### src/sv/bfa_pkg.sv
`default_nettype none
package bfa_pkg;

	localparam int MAX_FRAMES = 4096;
	localparam int WORD_BITS  = 32;
	localparam int MAP_WORDS  = MAX_FRAMES / WORD_BITS;
	localparam int WADDR_W    = $clog2(MAP_WORDS);
	localparam int BIT_W      = $clog2(WORD_BITS);
	localparam int FRAME_W    = 12;
	localparam int COUNT_W    = 13;

	localparam logic [COUNT_W-1:0] TOTAL_BLOCKS_RESET = COUNT_W'(4096);

	typedef logic [WORD_BITS-1:0] word_t;

	typedef enum logic [1:0] {
		FUNC_ALLOC       = 2'd0,
		FUNC_FREE        = 2'd1,
		FUNC_REGION_FREE = 2'd2,
		FUNC_REGION_USED = 2'd3
	} func_t;

	typedef enum logic [1:0] {
		ST_DONE       = 2'd0,
		ST_NO_RUN     = 2'd1,
		ST_ZERO_COUNT = 2'd2
	} status_t;

	typedef enum logic [2:0] {
		S_IDLE,
		S_CHECK,
		S_SCAN,
		S_WSETUP,
		S_WRITE,
		S_FIX0,
		S_FINISH,
		S_OUT
	} state_t;

	typedef struct packed {
		logic load_req;
		logic check;
		logic scan_step;
		logic scan_miss;
		logic write_setup;
		logic write_step;
		logic fix0;
		logic cnt_update;
		logic load_out;
	} ctrl_cmd_t;

	typedef struct packed {
		logic is_alloc;
		logic zero_count;
		logic cnt_zero;
		logic hit;
		logic scan_last;
		logic write_last;
		logic region_free;
	} dp_stat_t;

endpackage
`default_nettype wire

### src/sv/bfa_ctrl.sv
`default_nettype none
module bfa_ctrl (
	input  logic                clk,
	input  logic                arst_n,
	input  logic                in_valid,
	output logic                in_ready,
	output logic                out_valid,
	input  logic                out_ready,
	input  bfa_pkg::dp_stat_t   stat,
	output bfa_pkg::ctrl_cmd_t  cmd
);
	import bfa_pkg::*;

	state_t state_q;
	state_t state_nxt;
	logic   out_valid_q;

	always_ff @(posedge clk or negedge arst_n) begin
		if (!arst_n) begin
			state_q     <= S_IDLE;
			out_valid_q <= 1'b0;
		end else begin
			state_q <= state_nxt;
			if (cmd.load_out) begin
				out_valid_q <= 1'b1;
			end else if (out_ready) begin
				out_valid_q <= 1'b0;
			end
		end
	end

	always_comb begin
		state_nxt = state_q;
		cmd       = '0;
		in_ready  = 1'b0;
		case (state_q)
			S_IDLE: begin
				in_ready = 1'b1;
				if (in_valid) begin
					cmd.load_req = 1'b1;
					state_nxt    = S_CHECK;
				end
			end
			S_CHECK: begin
				cmd.check = 1'b1;
				if (stat.is_alloc) begin
					if (stat.zero_count || stat.cnt_zero) begin
						state_nxt = S_FINISH;
					end else begin
						state_nxt = S_SCAN;
					end
				end else if (stat.zero_count) begin
					state_nxt = stat.region_free ? S_FIX0 : S_FINISH;
				end else begin
					state_nxt = S_WSETUP;
				end
			end
			S_SCAN: begin
				// stop issuing reads once the scan ends so no stale word is processed
				if (stat.hit) begin
					state_nxt = S_WSETUP;
				end else if (stat.scan_last) begin
					cmd.scan_miss = 1'b1;
					state_nxt     = S_FINISH;
				end else begin
					cmd.scan_step = 1'b1;
				end
			end
			S_WSETUP: begin
				cmd.write_setup = 1'b1;
				state_nxt       = S_WRITE;
			end
			S_WRITE: begin
				cmd.write_step = 1'b1;
				if (stat.write_last) begin
					state_nxt = stat.region_free ? S_FIX0 : S_FINISH;
				end
			end
			S_FIX0: begin
				cmd.fix0  = 1'b1;
				state_nxt = S_FINISH;
			end
			S_FINISH: begin
				cmd.cnt_update = 1'b1;
				state_nxt      = S_OUT;
			end
			S_OUT: begin
				// hold until the output register is free
				if (!out_valid_q || out_ready) begin
					cmd.load_out = 1'b1;
					state_nxt    = S_IDLE;
				end
			end
			default: begin
				state_nxt = S_IDLE;
			end
		endcase
	end

	assign out_valid = out_valid_q;

endmodule
`default_nettype wire

### config.mk
export PLATFORM = sky130hd
export DESIGN_NAME = bfa_ctrl
export DESIGN_NICKNAME = d
export VERILOG_FILES = /design/src/sv/bfa_pkg.sv /design/src/sv/bfa_ctrl.sv
export SDC_FILE = /design/constraint.sdc
export NUM_CORES = 1
export LEC_CHECK = 0
export BUFFER_PORTS_ARGS = -buffer_cell sky130_fd_sc_hd__buf_2
export CELL_PAD_IN_SITES_DETAIL_PLACEMENT = 1
export CELL_PAD_IN_SITES_GLOBAL_PLACEMENT = 1
export CORE_UTILIZATION = 29
export DETAILED_ROUTE_END_ITERATION = 10
export PLACE_DENSITY = 0.73
export SLEW_MARGIN = 0
export SYNTH_ARGS = -nofsm -noshare
export SYNTH_HDL_FRONTEND = slang
export SYNTH_SLANG_ARGS = --single-unit
### constraint.sdc
create_clock -name clk -period 1.5 [get_ports clk]
set_clock_uncertainty 0.05 [all_clocks]
set_input_delay 0.45 -clock clk [delete_from_list [all_inputs] [get_ports clk]]
set_output_delay 0.45 -clock clk [all_outputs]
set_load 0.01 [all_outputs]
### Word-level counts from Yosys, hierarchy flattened

Index checks and enable logic that the tools add are counted.

* word-level logic and storage cells: 45
* output and inout port bits: 11
* bits in registers: 4
* bits of input ports: 11

* equal/unequal tests: 11
* reduce and logical (&&, ||, !) cells: 6
* multiplexer cells: 26

Operator list (count)
* two-way mux 3 bit: 8
* case mux 3 bit (8 select lines): 1
* two-way mux 1 bit: 14
* == test 3 bit (second input constant): 4
* == test 3 x 2 -> 1 bit (second input constant): 2
* two-way mux 2 bit: 3
* inequality test 2 bit (second input constant): 3
* AND reduction 4 bit: 1
* == test 3 x 1 -> 1 bit (second input constant): 1
* logical NOT 3 bit: 1
* inequality test 3 bit (second input constant): 1
* logical OR 1 bit: 2
* nonzero test 2 bit: 1
* logical NOT 1 bit: 1

### Longest topological paths before layout

* word-level depth: 5
* depth in mapped cells: 5
* mapped depth without buffers: 4

### Least setup slack after synthesis

OpenSTA, ideal clock, no wires.

* kind: flip-flop to output port
* start: register state_q[1]
* end: output cmd[8] in the netlist's numbering
* data required time: 1000 ps
* stages on the path, launching flop included: 5
* path buffers: 2
* setup slack: -51 ps
* arrival: 1051 ps
* path through: dfrtp_1 buf_6 buf_6 nor3_2 and2_1

RTL lines
* start, declared: line bfa_ctrl.sv:14 `state_t state_q;`
* start signal, assigned: line bfa_ctrl.sv:23 `state_q <= state_nxt;`
* end, declared: line bfa_ctrl.sv:10 `output bfa_pkg::ctrl_cmd_t cmd`

==> impl_metrics.sql <==
INSERT INTO impl_metrics (metric_group, metric, value, unit) VALUES
('status', 'result_of_the_run', 'finished, violations left', ''),
('status', 'violated_checks', 'negative setup slack', ''),
('cts', 'tritoncts', 'done', ''),
('synth', 'async_reset_ff_share', '100.0', '%'),
('critical_path', 'worst_path_max_delay_cell', 'dfrtp_2', ''),
('critical_path', 'critical_path_class', 'flop to primary output', ''),
('synth', 'synth.top_cell.area_share', '24.10', '%'),
('cts', 'clock_sinks', '4', ''),
('sta', 'worstMarginPinSlew', '0.2236', 'ns'),
('synth', 'synth_flop_cell', 'dfrtp_1', ''),
('cts', 'root_buffer', 'clkbuf_4', ''),
('critical_path', 'startpoint_type', 'flop', ''),
('floorplan', 'start_util', '31.53', '%'),
('cts', 'cts_buffer_depth', '2', ''),
('floorplan', 'core-area', '1318', 'sq um'),
('critical_path', 'worst-path-buf-inv', '2', ''),
('critical_path', 'r2r_slack', '0.04', 'ns'),
('floorplan', 'floorplan.die.width', '39.85', 'um'),
('synth', 'yosysTopAreaCell', 'dfrtp_1', ''),
('critical_path', 'slowest_stage_delay_on_critical_path', '0.44', 'ns'),
('power_and_ir_drop', 'power_density_over_the_cells', '2081', 'nW/um^2'),
('synth', 'synth_enable_flop_cells', '0', ''),
('sta', 'setup_viol', '10', ''),
('global_routing', 'grt_antenna_before_repair', '0', ''),
('detailed_routing', 'vias', '588', ''),
('critical_path', 'cp_top_family', 'flip-flops', ''),
('synth', 'cells_after_synthesis', '49', ''),
('sta', 'postLayoutSetupSlackWorst', '-0.2333', 'ns'),
('critical_path', 'rr_endpoint', 'state_q[2]', ''),
('synth', 'post_synth_instance_area', '415.4', 'sq um'),
('cts', 'h-tree-depth', '1', ''),
('sta', 'finalHoldViolations', '0', ''),
('power_and_ir_drop', 'seq_power_share', '15.1', '%'),
('sta', 'report.final.slew_viol_count', '0', ''),
('finish', 'fin_area', '849.6', 'sq um'),
('global_routing', 'globalRouteTotalUtil', '27.88', '%'),
('synth', 'yosys_warnings', '0', ''),
('critical_path', 'crit-reg2reg-launch', 'state_q[0]', ''),
('finish', 'nFillCells', '167', ''),
('sta', 'slew_headroom', '84.96', '%'),
('floorplan', 'pin_count', '22', ''),
('power_and_ir_drop', 'total_power', '1.768', 'mW'),
('detailed_routing', 'residual_drc_count', '0', ''),
('detailed_routing', 'routed_via_density', '5.297', ''),
('sta', 'finalHoldWorstSlack', '0.4954', 'ns'),
('sta', 'timing.final.crit_period', '1.733', 'ns'),
('power_and_ir_drop', 'vdd.ir_drop.worst', '1.010', 'mV'),
('critical_path', 'critPathCaptureType', 'primary output', ''),
('synth', 'synth_most_common_cell', 'nor2_1', ''),
('placed_design', 'place_congestion', '0.7784', ''),
('detailed_routing', 'dr.first_iter.drc_count', '6', ''),
('synth', 'synth.top_cells.by_area', 'dfrtp_1 (24%), buf_6 (8.1%), nor3b_2 (6.0%)', ''),
('synth', 'synthDistinctLibCells', '29', ''),
('placed_design', 'preCtsSetupSlack', '-0.04702', 'ns'),
('detailed_routing', 'drtAntennaViolNets', '0', ''),
('detailed_routing', 'post_drt_wl_per_cell', '19.04', 'um'),
('global_routing', 'grt_start_max_net_pins', '11', ''),
('synth', 'synth_sequential_area_ratio', '24.10', '%'),
('power_and_ir_drop', 'power.net_switching', '0.7493', 'mW'),
('finish', 'nets', '109', ''),
('detailed_routing', 'wl', '2113', 'um'),
('power_and_ir_drop', 'share_clk_of_total_power', '7.6', '%'),
('placed_design', 'detailed_place_hpwl', '1073', 'um'),
('finish', 'syn_to_final_growth', '104.5', '%'),
('floorplan', 'rows', '13', ''),
('sta', 'fin_crit_sh', '115.6', '%'),
('floorplan', 'dieHeight', '39.85', 'um'),
('synth', 'synth.cells.most_frequent', 'nor2_1 (5), dfrtp_1 (4), a21oi_1 (3), buf_6 (3), nand2_1 (3)', ''),
('finish', 'final_layout_size_suffix_gt1_share', '71.88', '%'),
('power_and_ir_drop', 'leakage', '0.4246', 'nW'),
('global_routing', 'first_global_vias', '613', '');
[routing by layer]
layer / track usage [%] / wire length [um]
met1: 28.91 / 865
met2: 49.59 / 1182
met3: 6.818 / 45
met4: 16.38 / 20
met5: 0 / 0
[cells by family after synthesis]
group / count (synthesis) / share of synthesized area (%)
DFF: 4 / 24.10
and+or+nand+nor: 26 / 43.37
AOI/OAI and AO/OA: 14 / 22.29
buffers and inverters: 5 / 10.24
[power groups by stage]
stage	logic (mW)	clock network, mW	registers [mW]
after floorplan	0.521	0	0.222
after global placement	0.782	0	0.236
after detailed placement	0.817	0	0.243
after CTS	1.15	0.142	0.268
after global routing	1.45	0.138	0.271
final	1.37	0.134	0.266
[state kept, by name, summed over array words and instances (netlist names)]
| register | cells |
|---|---|
| out_valid | 1 |
| state_q | 3 |
[area by class of cell]
cell class / count / area, sq um / area share, %
Clock buffer: 3 / 22.52 / 2.651
Inverter: 1 / 3.754 / 0.4418
Multi-Input combinational cell: 40 / 332.8 / 39.18
Sequential cell: 4 / 103.9 / 12.22
Tap cell: 15 / 18.77 / 2.209
Timing Repair Buffer: 48 / 367.9 / 43.30
[worst max path at each step]
stage | start | slack, ns | cells after the start | endpoint
after global routing | state_q[2] | -0.27 | 4 | cmd[8]
after detailed placement | stat[3] | -0.05 | 4 | cmd[5]
after global placement | stat[3] | -0.01 | 4 | cmd[6]
after CTS | state_q[2] | -0.23 | 4 | cmd[8]
after floorplan | state_q[1] | 0.003 | 4 | cmd[8]
final | state_q[2] | -0.23 | 4 | cmd[8]
[worst register-to-register path: cells and delay by family (launching register included)]
kind / cells / cell delay [ns]
and+or+nand+nor: 1 / 0.16
AOI/OAI and AO/OA: 2 / 0.22
buffers and inverters: 3 / 0.43
DFF: 1 / 0.47
[stage by stage]
stage | setup TNS [ns] | instances | utilization [%]
2_1_floorplan | 0 | 49 | -
3_3_place_gp | -0.01702 | 93 | 46.44
3_5_place_dp | -0.1063 | 93 | 46.44
4_1_cts | -2.022 | 106 | 58.97
5_1_grt | -2.114 | 111 | 64.48
6_report | -1.698 | 111 | 64.48
[placed cells by master (no fill, tap or decap), types with 2 or more instances in the layout]
cell | netlist | final
a21oi_1 | 3 | 2
nand2b_1 | 2 | 2
clkbuf_4 | 0 | 3
buf_2 | 1 | 20
buf_12 | 0 | 2
nor2_2 | 2 | 2
nor3_4 | 0 | 2
nor3b_2 | 2 | 2
nor2_1 | 5 | 5
buf_6 | 3 | 8
buf_4 | 0 | 17
a31oi_1 | 2 | 2
dfrtp_2 | 0 | 3
a21o_1 | 2 | 2
nand2_1 | 3 | 2
and3b_1 | 2 | 2
[repair_timing]
item	4_1_cts	5_1_grt
resized for setup	11	13
endpoints found under the setup margin	10	13
hold endpoints to repair	4	0
setup buffers	8	6
gates cloned	1	0
pin swaps	8	9
hold buffers	1	0
(Power assumes the default switching activity.)
